<file path="config.mk">
export PLATFORM = sky130hd
export DESIGN_NAME = pli_muldiv
export DESIGN_NICKNAME = d
export VERILOG_FILES = /design/src/design/pli_pkg.sv /design/src/design/pli_muldiv.sv
export SDC_FILE = /design/constraint.sdc
export NUM_CORES = 1
export LEC_CHECK = 0
export BUFFER_PORTS_ARGS = -buffer_cell sky130_fd_sc_hd__buf_4
export CAP_MARGIN = 30
export CORE_ASPECT_RATIO = 0.5
export CORE_MARGIN = 2
export CORE_UTILIZATION = 55
export CTS_CLUSTER_SIZE = 20
export DETAILED_ROUTE_END_ITERATION = 16
export PLACE_DENSITY = 0.78
export SETUP_SLACK_MARGIN = 0.1
export SLEW_MARGIN = 5
export SYNTH_ARGS = -nofsm -noshare
export SYNTH_HDL_FRONTEND = slang
export SYNTH_SLANG_ARGS = --single-unit
</file>
<file path="constraint.sdc">
create_clock -name clk -period 9.16 [get_ports clk]
set_input_delay 1.832 -clock clk [delete_from_list [all_inputs] [get_ports clk]]
set_output_delay 1.832 -clock clk [all_outputs]
set_load 0.02 [all_outputs]
</file>
<file path="src/design/pli_pkg.sv">
// Shared constants, codes and types of the piecewise linear interpolator.
package pli_pkg;

  localparam int TABLE_DEPTH = 64;
  localparam int ADDR_W      = $clog2(TABLE_DEPTH);
  localparam int COUNT_W     = 7;
  localparam int DATA_W      = 32;
  localparam int DIFF_W      = DATA_W + 1;
  localparam int PROD_W      = 2 * DIFF_W;
  localparam int QUOT_W      = 41;
  localparam int SUM_W       = QUOT_W + 2;
  localparam int MUL_STEPS   = DIFF_W;
  localparam int DIV_STEPS   = PROD_W;
  localparam int STEP_W      = $clog2(DIV_STEPS);

  localparam logic [DATA_W-1:0] SAT_MAX = {1'b0, {(DATA_W-1){1'b1}}};
  localparam logic [DATA_W-1:0] SAT_MIN = {1'b1, {(DATA_W-1){1'b0}}};

  typedef enum logic [1:0] {
    FUNC_WRITE  = 2'd0,
    FUNC_INTERP = 2'd1,
    FUNC_READ   = 2'd2
  } func_t;

  typedef enum logic [1:0] {
    ST_OK         = 2'd0,
    ST_RANGE      = 2'd1,
    ST_ZERO_WIDTH = 2'd2,
    ST_SAT        = 2'd3
  } status_t;

  typedef enum logic [2:0] {
    S_IDLE,
    S_T0,
    S_SCAN,
    S_DIFF,
    S_MD,
    S_SUM,
    S_RDATA,
    S_EMIT
  } ctrl_state_t;

  typedef enum logic [1:0] {
    MD_IDLE,
    MD_MUL,
    MD_DIV,
    MD_DONE
  } md_state_t;

  typedef struct packed {
    logic              start;
    logic [DIFF_W-1:0] a;
    logic [DIFF_W-1:0] b;
    logic [DIFF_W-1:0] d;
  } md_req_t;

  typedef struct packed {
    logic              done;
    logic              big;
    logic [QUOT_W-1:0] quot;
  } md_rsp_t;

endpackage

</file>
<file path="src/design/pli_muldiv.sv">
// Iterative unit: shift-add product of two magnitudes, then restoring division.
module pli_muldiv import pli_pkg::*; (
  input  logic    clk,
  input  logic    rst,
  input  md_req_t req,
  output md_rsp_t rsp
);

  md_state_t         state, state_next;
  logic [PROD_W-1:0] acc;
  logic [PROD_W-1:0] mcand;
  logic [DIFF_W-1:0] mplier;
  logic [DIFF_W-1:0] divisor;
  logic [DIFF_W-1:0] rem;
  logic [STEP_W-1:0] cnt;
  logic [DIFF_W:0]   shifted;
  logic [DIFF_W:0]   trial;
  logic              fits;

  assign shifted = {rem, acc[PROD_W-1]};
  assign trial   = shifted - {1'b0, divisor};
  assign fits    = shifted >= {1'b0, divisor};

  always_comb begin
    state_next = state;
    case (state)
      MD_IDLE: if (req.start) state_next = MD_MUL;
      MD_MUL:  if (cnt == '0) state_next = MD_DIV;
      MD_DIV:  if (cnt == '0) state_next = MD_DONE;
      MD_DONE: state_next = MD_IDLE;
      default: state_next = MD_IDLE;
    endcase
  end

  always_comb begin
    rsp.done = (state == MD_DONE);
    rsp.quot = acc[QUOT_W-1:0];
    // quotient above 2^40 counts as overflow
    rsp.big  = (|acc[PROD_W-1:QUOT_W]) || (acc[QUOT_W-1] && (|acc[QUOT_W-2:0]));
  end

  always_ff @(posedge clk) begin
    if (rst) begin
      state <= MD_IDLE;
    end else begin
      state <= state_next;
    end
  end

  always_ff @(posedge clk) begin
    case (state)
      MD_IDLE: begin
        if (req.start) begin
          mcand   <= {{(PROD_W-DIFF_W){1'b0}}, req.a};
          mplier  <= req.b;
          divisor <= req.d;
          acc     <= '0;
          rem     <= '0;
          cnt     <= STEP_W'(MUL_STEPS - 1);
        end
      end
      MD_MUL: begin
        if (mplier[0]) acc <= acc + mcand;
        mcand  <= {mcand[PROD_W-2:0], 1'b0};
        mplier <= {1'b0, mplier[DIFF_W-1:1]};
        cnt    <= (cnt == '0) ? STEP_W'(DIV_STEPS - 1) : cnt - STEP_W'(1);
      end
      MD_DIV: begin
        // shift the product out into the remainder, quotient bits in behind
        rem <= fits ? trial[DIFF_W-1:0] : shifted[DIFF_W-1:0];
        acc <= {acc[PROD_W-2:0], fits};
        cnt <= cnt - STEP_W'(1);
      end
      default: begin
      end
    endcase
  end

  a_start_idle: assert property (@(posedge clk) disable iff (rst)
    req.start |-> state == MD_IDLE)
    else $error("muldiv started while busy");

  a_nonzero_div: assert property (@(posedge clk) disable iff (rst)
    (req.start && state == MD_IDLE) |-> req.d != '0)
    else $error("muldiv started with zero divisor");

  a_rem_bound: assert property (@(posedge clk) disable iff (rst)
    state == MD_DIV |-> rem < divisor)
    else $error("division remainder out of range");

endmodule

</file>
==> results of run 1 <==
## worst register-to-register path: stages, from the launching register on
cell,delay [ns]
edfxtp_1,0.49
ha_1,0.26
inv_1,0.07
fa_1,0.39
nand2b_1,0.22
a21o_1,0.20
a21oi_1,0.29
o21ai_1,0.10
nand2_1,0.20
o221ai_1,0.25
a31oi_1,0.59
a21oi_1,0.19
xnor2_1,0.20
o21ai_0,0.09
## cells by family after synthesis
kind of cell	count (synthesis)	synth area share, %
buffers and inverters	177	5.35
adder cells (fa/ha/maj)	105	8.40
AND/OR/NAND/NOR	427	13.7
flip-flops	240	45.4
XOR/XNOR	87	4.82
multiplexers	84	5.83
AO/OA/AOI/OAI	403	16.4
## cells in the final DEF (no fill, tap or decap), types with 9 or more instances in the layout
cell	count
nor4_1	17
or3_1	10
nand4_1	34
o21a_1	9
o21ai_1	17
a21oi_1	113
and3_1	9
nand3_1	29
a31oi_1	11
nor3_1	21
mux2i_1	19
buf_4	154
nor2_1	70
nand2b_1	15
and2_1	41
nand2_1	122
edfxtp_1	238
a21o_1	40
xnor2_1	55
xor2_1	32
inv_1	69
mux2_2	65
o21bai_1	17
a211oi_1	18
clkbuf_16	25
o21ai_0	90
nor2b_1	34
a22oi_1	18
ha_1	102
## flip-flops by register name, indices dropped and copies added, names as in the netlist
register and flops:
acc 66, mplier 33, rem 33, divisor 33, mcand 66, cnt 7
state 2
## through the flow
step           power (uW)  instances
6_report             7650       1999
5_1_grt              8190       1999
4_1_cts              7610       1997
3_5_place_dp         6470       1952
3_3_place_gp         6330       1952
2_1_floorplan        5560       1523
## per-layer routing
metal	track usage (%)	wire [um]
met5	0	0
met4	6.25	749
met3	4.35	2060
met2	42.9	17700
met1	32.7	16900
## power breakdown
group	total, uW	internal, uW	switching (uW)
registers	2240	1910	330
logic	4310	1700	2610
clock network	1100	647	451
total	7650	4260	3390
## cell type report
cell class	count	area, um2
Inverter	70	263
Multi-Input combinational cell	1106	7810
Clock buffer	29	641
Sequential cell	240	7190
Fill cell	2248	10200
Tap cell	382	478
Timing Repair Buffer	156	1190
Clock inverter	16	226
## how the worst max path moves through the flow
stage / start / to / slack [ns] / cells past startpoint
2_1_floorplan: state[1]$_SDFFE_PP0P_ / mcand[0]$_SDFFCE_PP0P_ / 0.63 / 5
3_3_place_gp: acc[65]$_DFFE_PP_ / rem[9]$_SDFFCE_PN0P_ / 5.19 / 13
3_5_place_dp: acc[65]$_DFFE_PP_ / rem[9]$_SDFFCE_PN0P_ / 5.09 / 13
4_1_cts: acc[26]$_DFFE_PP_ / rsp[41] / 4.72 / 5
5_1_grt: acc[22]$_DFFE_PP_ / rsp[41] / 4.59 / 5
6_report: acc[22]$_DFFE_PP_ / rsp[41] / 4.71 / 5
==> qor.yml, run 1 <==
grt:
  overflow: 0
  grt_pass1_wl_mm: 61.0
  grt_max_degree: 80
  grt_pass1_vias: 12000
  grtUsageTotal_pct: 24.8
  antenna_found_initial: 0
clock_tree:
  clk_pin_slew_ns: 0.07
  cts.sinks: 240
  cts_tree: "done"
  cts_made_buffers: 25
  cts_setup_buffers: 0
  hold_buffers: 0
  worstSkewPairLatency_ns: 0.55
  root_buffer: "clkbuf_16"
  cts_resized: 0
  htreeDepth: 1
  clockBufferDepth: 3
synth:
  synth.distinct_cells: 79
  netlist_instances: 1523
  synth_warnings: 0
  synth_edf_count: 238
  synth_async_sr_flop_share_pct: 0
  synth_ff_type: "edfxtp_1"
  synth_top_area_share_pct: 45.2
  synth.area.top_cells: "edfxtp_1 (45%), ha_1 (8.1%), mux2_2 (4.6%)"
  synth_top_area_cell: "edfxtp_1"
  yosysMostFrequentCell: "edfxtp_1"
  ys_seq_area_share_pct: 45.4
  synth-seq-cells: 240
  synth.avg_cell_area_um2: 10.4
  synthTopCellsByCount: "edfxtp_1 (238), nand2_1 (122), a21oi_1 (113), ha_1 (103), o21ai_0 (92)"
  synth_area_mm2: 0.0158
  syn-num-nets: 1730
sta:
  rsz0062_at_grt: "false"
  fin_crit_sh_pct: 48.5
  final_hold_viol_count: 0
  finalMaxSlewViolations: 0
  fin_ws_ns: 4.71
  fmax_mhz: 225
  min_period_ns: 4.45
  max_slew_margin_pct: 34.9
  setup_viol: 0
  fin_setup_tns_ns: 0
  hold_slack_ns: 0.540
  skew_ns: 0.0298
  worst_pin_slew_ns: 0.977
setup_path:
  critical-path-top-delay-family: "simple AND/OR/NAND/NOR gates"
  cp_max_fo: 4
  rr_endpoint: "acc[64]$_DFFE_PP_"
  rrSetupSlack_ns: 5.37
  reg2reg_from: "acc[0]$_DFFE_PP_"
  cp-start-kind: "flip-flop"
  cpMaxStageDelayCell: "o31ai_1"
  worstPathCellList: "nor4_1 -> nand4_1 -> o31ai_1 -> nand3_1 -> buf_4"
  criticalPathCategory: "flip-flop to primary output"
  crit_buf_inv: 1
  end_kind: "primary output"
  worst_ep_required_time_ns: 7.33
  slowest_delay_ns: 0.53
  r2r_cells: 13
  worstPathArrival_ns: 2.61
floorplan:
  coreArea_mm2: 0.0280
  die_h_um: 124
  core.rowCount: 43
  die_w_um: 244
  initial_utilization_pct: 56.5
  io_pins: 145
  die_area_mm2: 0.0302
layout:
  nets: 1806
  drive_above_1_share_pct: 18.1
  fin_util_pct: 63.6
  stdcell_area_mm2: 0.0178
  syn2layout_area_growth_pct: 12.5
  antenna_cells: 0
place:
  dp_hpwl_mm: 26.7
  place_area_mm2: 0.0169
  place.gp.congestion: 0.953
  post-place-ws_ns: 5.09
  io_buffers: 144
run:
  maxCapViolCount: 0
route:
  final_antenna_net_count: 0
  vias: 12100
  drt_iter0_markers: 920
  wire_per_inst_um: 18.7
  drt-vias-per-instance: 6.06
  drc: 0
  first_pass_iters: 8
  wirelength_mm: 37.4
worst_hold_path:
  whs_endpoint: "mplier[8]$_DFFE_PP_"
  min_path_type: "flip-flop to flip-flop"
  hold_depth: 1
  hold_start: "mplier[9]$_DFFE_PP_"
power_and_ir_drop:
  powerDensity_mw_per_mm2: 430
  ir_worst_vdd_v: 0.000225
  leakagePower_uw: 0.00707
run_status:
  status: "complete, no violations"
Power figures use the tool's default switching activity.
==> run 2, diff against run 1 <==
--- a/config.mk
+++ b/config.mk
@@ -5,14 +5,15 @@
 export SDC_FILE = /design/constraint.sdc
 export NUM_CORES = 1
 export LEC_CHECK = 0
+export ABC_AREA = 1
 export BUFFER_PORTS_ARGS = -buffer_cell sky130_fd_sc_hd__buf_4
 export CAP_MARGIN = 30
 export CORE_ASPECT_RATIO = 0.5
 export CORE_MARGIN = 2
-export CORE_UTILIZATION = 55
+export CORE_UTILIZATION = 62
 export CTS_CLUSTER_SIZE = 20
 export DETAILED_ROUTE_END_ITERATION = 16
-export PLACE_DENSITY = 0.78
+export PLACE_DENSITY = 0.82
 export SETUP_SLACK_MARGIN = 0.1
 export SLEW_MARGIN = 5
 export SYNTH_ARGS = -nofsm -noshare
==> constraint.sdc (replaced) <==
create_clock -name clk -period 4.5 [get_ports clk]
set_input_delay 0.9 -clock clk [delete_from_list [all_inputs] [get_ports clk]]
set_output_delay 0.9 -clock clk [all_outputs]
set_load 0.02 [all_outputs]
==> run 2 against run 1 <==
Die area shrank 0.16%. Global-route usage grew 7.2 points. Non-clock buffer count unchanged. Total power grew 110%. Flip-flop and latch count stayed put. Synthesized cell count rose by 63%. Clock power increased by 95%. Critical endpoint unchanged. Largest power group unchanged. Highest routed layer unchanged.
==> qor.yml, run 2 <==
synth:
  netlist_instances: 2484  # +63%
  synth_top_area_cell: "edfxtp_1"
  ys_seq_area_share_pct: 40.4  # -5.1 points
  synth_edf_count: 238  # unchanged
  synth-seq-cells: 240  # unchanged
  synth_ff_type: "edfxtp_1"
  synth.area.top_cells: "edfxtp_1 (40%), nand2_1 (17%), inv_1 (7.7%)"
  synth_top_family_by_area: "simple AND/OR/NAND/NOR gates"
  synth-xor-area-share_pct: 1.38  # -3.4 points
  synth_warnings: 0  # unchanged
  synthTopCellsByCount: "nand2_1 (807), inv_1 (367), nor2_1 (250), edfxtp_1 (238), a21oi_1 (233)"
  yosysMostFrequentCell: "nand2_1"
  synth_fa_ha_area_share_pct: 7.47  # -0.94 points
  synth.avg_cell_area_um2: 7.17  # -31%
  synth_top_area_share_pct: 40.2  # -5.0 points
  synth-simple-area-share_pct: 28.0  # +14 points
  synth.distinct_cells: 41  # -48%
  synth_area_mm2: 0.0178  # +13%
  synth_mux_area_share_pct: 0  # -5.8 points
  synth_async_sr_flop_share_pct: 0  # unchanged
  synth_compound_area_share_pct: 11.9  # -4.5 points
  syn-num-nets: 2691  # +56%
setup_path:
  cpMaxStageDelayCell: "nor4_1"
  worstPathArrival_ns: 2.66  # +0.05 ns
  cp_max_fo: 4  # unchanged
  worstPathCellList: "nor4_1 -> nand4_1 -> o31ai_1 -> nand2_1 -> buf_4"
  cp-start-kind: "flip-flop"
  end_kind: "primary output"
  rrSetupSlack_ns: 1.14  # -4.23 ns
  slowest_delay_ns: 0.57  # +0.04 ns
  criticalPathCategory: "flip-flop to primary output"
  worst_ep_required_time_ns: 3.60  # -3.73 ns
clock_tree:
  worstSkewPairLatency_ns: 0.54  # about the same
  cts_setup_buffers: 0  # unchanged
  cts_resized: 0  # unchanged
  clk_pin_slew_ns: 0.07  # about the same
  hold_buffers: 0  # unchanged
  root_buffer: "clkbuf_16"
  cts.sinks: 240  # unchanged
  cts_made_buffers: 22  # -12%
  clockBufferDepth: 3  # unchanged
  cts_tree: "done"
  htreeDepth: 1  # unchanged
run_status:
  status: "complete, no violations"
layout:
  fillers: 2390  # +6.3%
  final_common_cell: "nand2_1"
  nets: 2780  # +54%
  reg_top3: "acc: 66 flops, mcand: 66 flops"
  antenna_cells: 0  # unchanged
  final_cell_mix: "nand2_1 (807), inv_1 (366), nor2_1 (250), edfxtp_1 (238), a21oi_1 (232)"
  drive_above_1_share_pct: 8.42  # -9.7 points
  stdcell_count: 2970  # +49%
  syn2layout_area_growth_pct: 11.3
sta:
  fin_crit_sh_pct: 79.2
  min_period_ns: 3.56
  finalMaxSlewViolations: 0  # unchanged
  fin_setup_tns_ns: 0  # unchanged
  rsz0062_at_grt: "false"
  skew_ns: 0.0184  # -0.0114 ns
  max_slew_margin_pct: 35.2  # +0.31 points
  final_hold_viol_count: 0  # unchanged
  worst_pin_slew_ns: 0.972  # -0.00463 ns
  hold_slack_ns: 0.517  # -0.0236 ns
  setup_viol: 0  # unchanged
  fmax_mhz: 281
floorplan:
  die_w_um: 244  # about the same
  io_pins: 145  # unchanged
  initial_utilization_pct: 63.6  # +7.1 points
  core.rowCount: 43  # unchanged
  die_h_um: 124  # about the same
  die_area_mm2: 0.0302  # -0.16%
  coreArea_mm2: 0.0280  # unchanged
power_and_ir_drop:
  powerDensity_mw_per_mm2: 824  # +92%
  ir_worst_vdd_v: 0.000498  # +120%
  finalPower_uw: 16300  # +110%
  leakagePower_uw: 0.00951  # +34%
route:
  first_pass_iters: 6  # -2
  vias: 16600  # +37%
  wirelength_mm: 48.7  # +30%
  wire_per_inst_um: 16.4  # -12%
  drt_iter0_markers: 1614  # +75%
  drc: 0  # unchanged
  drt-vias-per-instance: 5.57  # -8.1%
  final_antenna_net_count: 0  # unchanged
place:
  place.gp.congestion: 1.03  # +8.0%
  dp_hpwl_mm: 36.3  # +36%
  dp_cells: 2929  # +50%
  io_buffers: 144  # unchanged
grt:
  grt_pass1_wl_mm: 76.3  # +25%
  overflow: 0  # unchanged
  grt_pass1_vias: 15200  # +27%
  grt_max_degree: 100  # +25%
  antenna_found_initial: 0  # unchanged
  grtUsageTotal_pct: 31.9  # +7.2 points
run:
  maxCapViolCount: 0  # unchanged
worst_hold_path:
  min_path_type: "flip-flop to flip-flop"
-- run 2: changes by cell type after synthesis, sizes merged, moves of 32 or more --
cell,previous run,this run
and2,41,0
nor2b,34,0
mux2,65,0
nor2,71,255
nand2,122,811
inv,70,372
xnor2,55,5
a21oi,118,234
a21o,41,9
nand3,29,110
-- run 2: final timing paths --
check,startpoint,to,cells after the start
max,acc[15]$_DFFE_PP_,rsp[41],5
min,mplier[7]$_DFFE_PP_,mplier[6]$_DFFE_PP_,2
max reg2reg,acc[65]$_DFFE_PP_,rem[0]$_SDFFCE_PN0P_,13
min reg2reg,mplier[7]$_DFFE_PP_,mplier[6]$_DFFE_PP_,2
-- run 2: cells by family after synthesis --
logic type      count (synthesis)
compound gates                405
xor+xnor                       28
fa+ha+maj                     105
buf+inv                       463
flops                         240
simple gates                 1243
-- run 2: worst max-delay path, delay by kind of cell, from the launching register on --
kind | cells | cell delay (ns)
buffers and inverters | 1 | 0.18
flip-flops | 1 | 0.44
AND/OR/NAND/NOR | 3 | 0.95
AO/OA/AOI/OAI | 1 | 0.56
-- run 2: stage by stage --
stage / utilization, % / setup slack (ns) / instance area, um2
finish: 70.8 / 0.936 / 19800
global route: 70.8 / 0.870 / 19800
CTS: 70.7 / 0.992 / 19800
detailed placement: 67.8 / 1.18 / 19000
global placement: 67.8 / 1.33 / 19000
floorplan: - / 0.371 / 17800
-- run 2: layout make-up --
cell class / instances / area [um2] / share of cell area (%)
clock buffer: 23 / 576 / 2.90
clock inverter: 16 / 228 / 1.15
inverter: 372 / 1400 / 7.05
multi-input combinational: 1781 / 8730 / 44.0
sequential: 240 / 7190 / 36.3
tap: 382 / 478 / 2.41
timing repair buffer: 156 / 1220 / 6.16
-- run 2: power breakdown --
part           internal, uW  switching (uW)  leakage (uW)  total, uW
clock                  1270             877      0.000396       2150
combinational          2960            6700       0.00672       9660
sequential             3880             633       0.00239       4510
-- run 2: layer usage --
layer / GRT usage [%] / wire, um
met2: 54.0 / 22100
met4: 9.79 / 1590
met5: 0 / 0
met1: 43.2 / 21100
met3: 4.68 / 3950
==> run 3, diff against run 2 <==
--- a/config.mk
+++ b/config.mk
@@ -5,15 +5,15 @@
 export SDC_FILE = /design/constraint.sdc
 export NUM_CORES = 1
 export LEC_CHECK = 0
-export ABC_AREA = 1
+export ABC_AREA = 0
 export BUFFER_PORTS_ARGS = -buffer_cell sky130_fd_sc_hd__buf_4
 export CAP_MARGIN = 30
 export CORE_ASPECT_RATIO = 0.5
 export CORE_MARGIN = 2
-export CORE_UTILIZATION = 62
+export CORE_UTILIZATION = 55
 export CTS_CLUSTER_SIZE = 20
 export DETAILED_ROUTE_END_ITERATION = 16
-export PLACE_DENSITY = 0.82
+export PLACE_DENSITY = 0.78
 export SETUP_SLACK_MARGIN = 0.1
 export SLEW_MARGIN = 5
 export SYNTH_ARGS = -nofsm -noshare
==> constraint.sdc (replaced) <==
create_clock -name clk -period 3 [get_ports clk]
set_input_delay 0.6 -clock clk [delete_from_list [all_inputs] [get_ports clk]]
set_output_delay 0.6 -clock clk [all_outputs]
set_load 0.02 [all_outputs]
==> run 3 against run 2 <==
The flow now finishes with violations (negative setup slack). First-iteration DRC count down 25%. Global-route usage fell by 5.4 points. Non-clock buffer count grew 157. Cell count fell by 28%. Wire length shrank 14%. Setup slack got worse by 0.95 ns. Flip-flop and latch count stayed put. Combinational power increased by 80%. Die area up 0.16%. Hold slack worse by 0.28 ns. Sequential share of layout area fell by 0.43 points. Critical endpoint is now acc[58]$_DFFE_PP_. Largest power group unchanged.
==> qor.yml, run 3 (same netlist as run 1, synthesis figures left out) <==
place:
  place.gp.congestion: 0.927  # -9.9%
  io_buffers: 144  # unchanged
  dp_hpwl_mm: 28.9  # -20%
  place_area_mm2: 0.0179  # -5.5%
worst_hold_path:
  hold_depth: 2  # unchanged
  hold_start: "rst"
  whs_endpoint: "state[1]$_SDFFE_PP0P_"
  min_path_type: "input pin to flip-flop"
power_and_ir_drop:
  seqPwrFrac_pct: 24.9  # -2.7 points
  swShare_pct: 43.7  # -6.7 points
  power.internal_uw: 15300  # +89%
  p_comb_share_pct: 63.9  # +4.7 points
  leakagePower_uw: 0.00798  # -16%
  ir_worst_vdd_v: 0.000620  # +25%
  clockPowerShare_pct: 11.2  # -2.0 points
  switchingPower_uw: 11900  # +45%
  powerDensity_mw_per_mm2: 1360  # +65%
route:
  drt_iter0_markers: 1212  # -25%
  final_antenna_net_count: 0  # unchanged
  wire_per_inst_um: 19.5  # +19%
  vias: 13100  # -21%
  drc: 0  # unchanged
  first_pass_iters: 8  # +2
  wirelength_mm: 41.9  # -14%
  drt-vias-per-instance: 6.08  # +9.1%
clock_tree:
  htreeDepth: 1  # unchanged
  clk_pin_slew_ns: 0.07  # about the same
  cts_tree: "done"
  root_buffer: "clkbuf_16"
  worstSkewPairLatency_ns: 0.53  # about the same
  cts_made_buffers: 23  # +4.5%
  clockBufferDepth: 3  # unchanged
  cts.sinks: 240  # unchanged
sta:
  final_hold_viol_count: 0  # unchanged
  fmax_mhz: 332
  rsz0062_at_grt: "true"
  finalMaxSlewViolations: 0  # unchanged
  worst_pin_slew_ns: 0.743  # -0.230 ns
  min_period_ns: 3.02
  max_slew_margin_pct: 50.3  # +15 points
  skew_ns: 0.0115  # -0.00687 ns
  fin_crit_sh_pct: 101
  hold_slack_ns: 0.237  # -0.280 ns
  setup_viol: 1  # +1
  fin_ws_ns: -0.0164  # -0.952 ns
layout:
  stdcell_area_mm2: 0.0201  # +1.2%
  final_common_cell: "buf_4"
  nets: 1961  # -29%
  antenna_cells: 0  # unchanged
  reg_top3: "acc: 66 flops, mcand: 66 flops"
  drive_above_1_share_pct: 32.9  # +24 points
  syn2layout_area_growth_pct: 26.8
  final_cell_mix: "buf_4 (293), edfxtp_1 (238), nand2_1 (118), a21oi_1 (92), o21ai_0 (70)"
setup_path:
  criticalPathCategory: "flip-flop to flip-flop"
  cp_max_fo: 4  # unchanged
  r2r_cells: 13  # unchanged
  rr_endpoint: "acc[58]$_DFFE_PP_"
  cp-start-kind: "flip-flop"
  rrSetupSlack_ns: -0.02  # -1.16 ns
  worstPathArrival_ns: 3.29  # +0.63 ns
  reg2reg_from: "acc[1]$_DFFE_PP_"
  worst_ep_required_time_ns: 3.28  # -0.32 ns
  end_kind: "flip-flop"
run_status:
  violations: "negative setup slack"
  status: "complete, but fails checks"
grt:
  antenna_found_initial: 0  # unchanged
  overflow: 0  # unchanged
  grt_max_degree: 100  # unchanged
  grtUsageTotal_pct: 26.6  # -5.4 points
  grt_pass1_wl_mm: 65.0  # -15%
  grt_pass1_vias: 12900  # -15%
floorplan:
  die_area_mm2: 0.0302  # +0.16%
  die_w_um: 244  # about the same
  core.rowCount: 43  # unchanged
  die_h_um: 124  # about the same
  initial_utilization_pct: 56.5  # -7.1 points
  io_pins: 145  # unchanged
  coreArea_mm2: 0.0280  # unchanged
run:
  maxCapViolCount: 0  # unchanged
-- run 3: cell count changes in the layout (fill, tap and decap cells not counted), sizes merged, moves of 65 or more --
| cell | change |
|---|---|
| buf | +157 |
| a21oi | -116 |
| inv | -302 |
| mux2 | +65 |
| nor2 | -184 |
| nand2 | -689 |
| nand3 | -81 |
-- run 3: per-layer routing --
| layer | up-vias | global-route usage [%] | share of wire (%) |
|---|---|---|---|
| met5 | - | 0 | 0 |
| met4 | 0 | 7.24 | 2.5 |
| met3 | 87 | 4.40 | 6.3 |
| met2 | 508 | 46.3 | 48 |
| met1 | 6413 | 34.8 | 43 |
| li1 | 6072 | - | - |
-- run 3: timing repair --
action	CTS	global route
hold endpoints to repair	0	0
hold buffers	0	0
resized for setup	65	148
buffers inserted	15	18
setup endpoints to repair	67	71
pin swaps	43	65
-- run 3: worst max path at each step --
stage	cells after the start	end	startpoint
floorplan	15	rem[14]$_SDFFCE_PN0P_	acc[65]$_DFFE_PP_
global placement	13	rem[30]$_SDFFCE_PN0P_	acc[65]$_DFFE_PP_
detailed placement	13	acc[58]$_DFFE_PP_	acc[0]$_DFFE_PP_
CTS	7	rsp[41]	acc[37]$_DFFE_PP_
global route	13	rem[9]$_SDFFCE_PN0P_	acc[65]$_DFFE_PP_
finish	13	acc[58]$_DFFE_PP_	acc[1]$_DFFE_PP_
-- run 3: final cells by class --
| cell class | count | area [um2] |
|---|---|---|
| Clock buffer | 24 | 579 |
| Inverter | 70 | 270 |
| Fill cell | 1914 | 7930 |
| Sequential cell | 240 | 7190 |
| Timing Repair Buffer | 313 | 2480 |
| Clock inverter | 17 | 190 |
| Multi-Input combinational cell | 1106 | 8860 |
| Tap cell | 382 | 478 |
-- run 3: power groups by stage --
stage          sequential, uW  clock, uW  combinational (uW)
2_1_floorplan            6500          0               10300
3_3_place_gp             6600          0               14500
3_5_place_dp             6660          0               14800
4_1_cts                  6640       3090               15700
5_1_grt                  6910       3210               18700
6_report                 6780       3040               17400
-- run 3: metrics by stage --
stage | util, % | setup TNS [ns] | cells | total power, uW | setup slack [ns]
floorplan | - | 0 | 1523 | 16800 | 0.0686
global placement | 64.1 | -0.471 | 2078 | 21100 | -0.0839
detailed placement | 64.1 | -1.68 | 2078 | 21500 | -0.122
CTS | 68.5 | 0 | 2134 | 25400 | 0.0228
global route | 71.7 | -2.96 | 2152 | 28800 | -0.132
finish | 71.7 | -0.0164 | 2152 | 27200 | -0.0164
-- run 3: worst max-delay path: stages (launching register included) --
cell	delay [ns]
edfxtp_1	0.46
buf_6	0.14
inv_4	0.03
fa_2	0.38
nand2b_4	0.17
a21o_4	0.23
a21oi_4	0.18
o21ai_2	0.09
nand2_2	0.16
o21a_1	0.23
o21ai_2	0.11
o21ai_2	0.18
nor2_1	0.06
or3_1	0.35
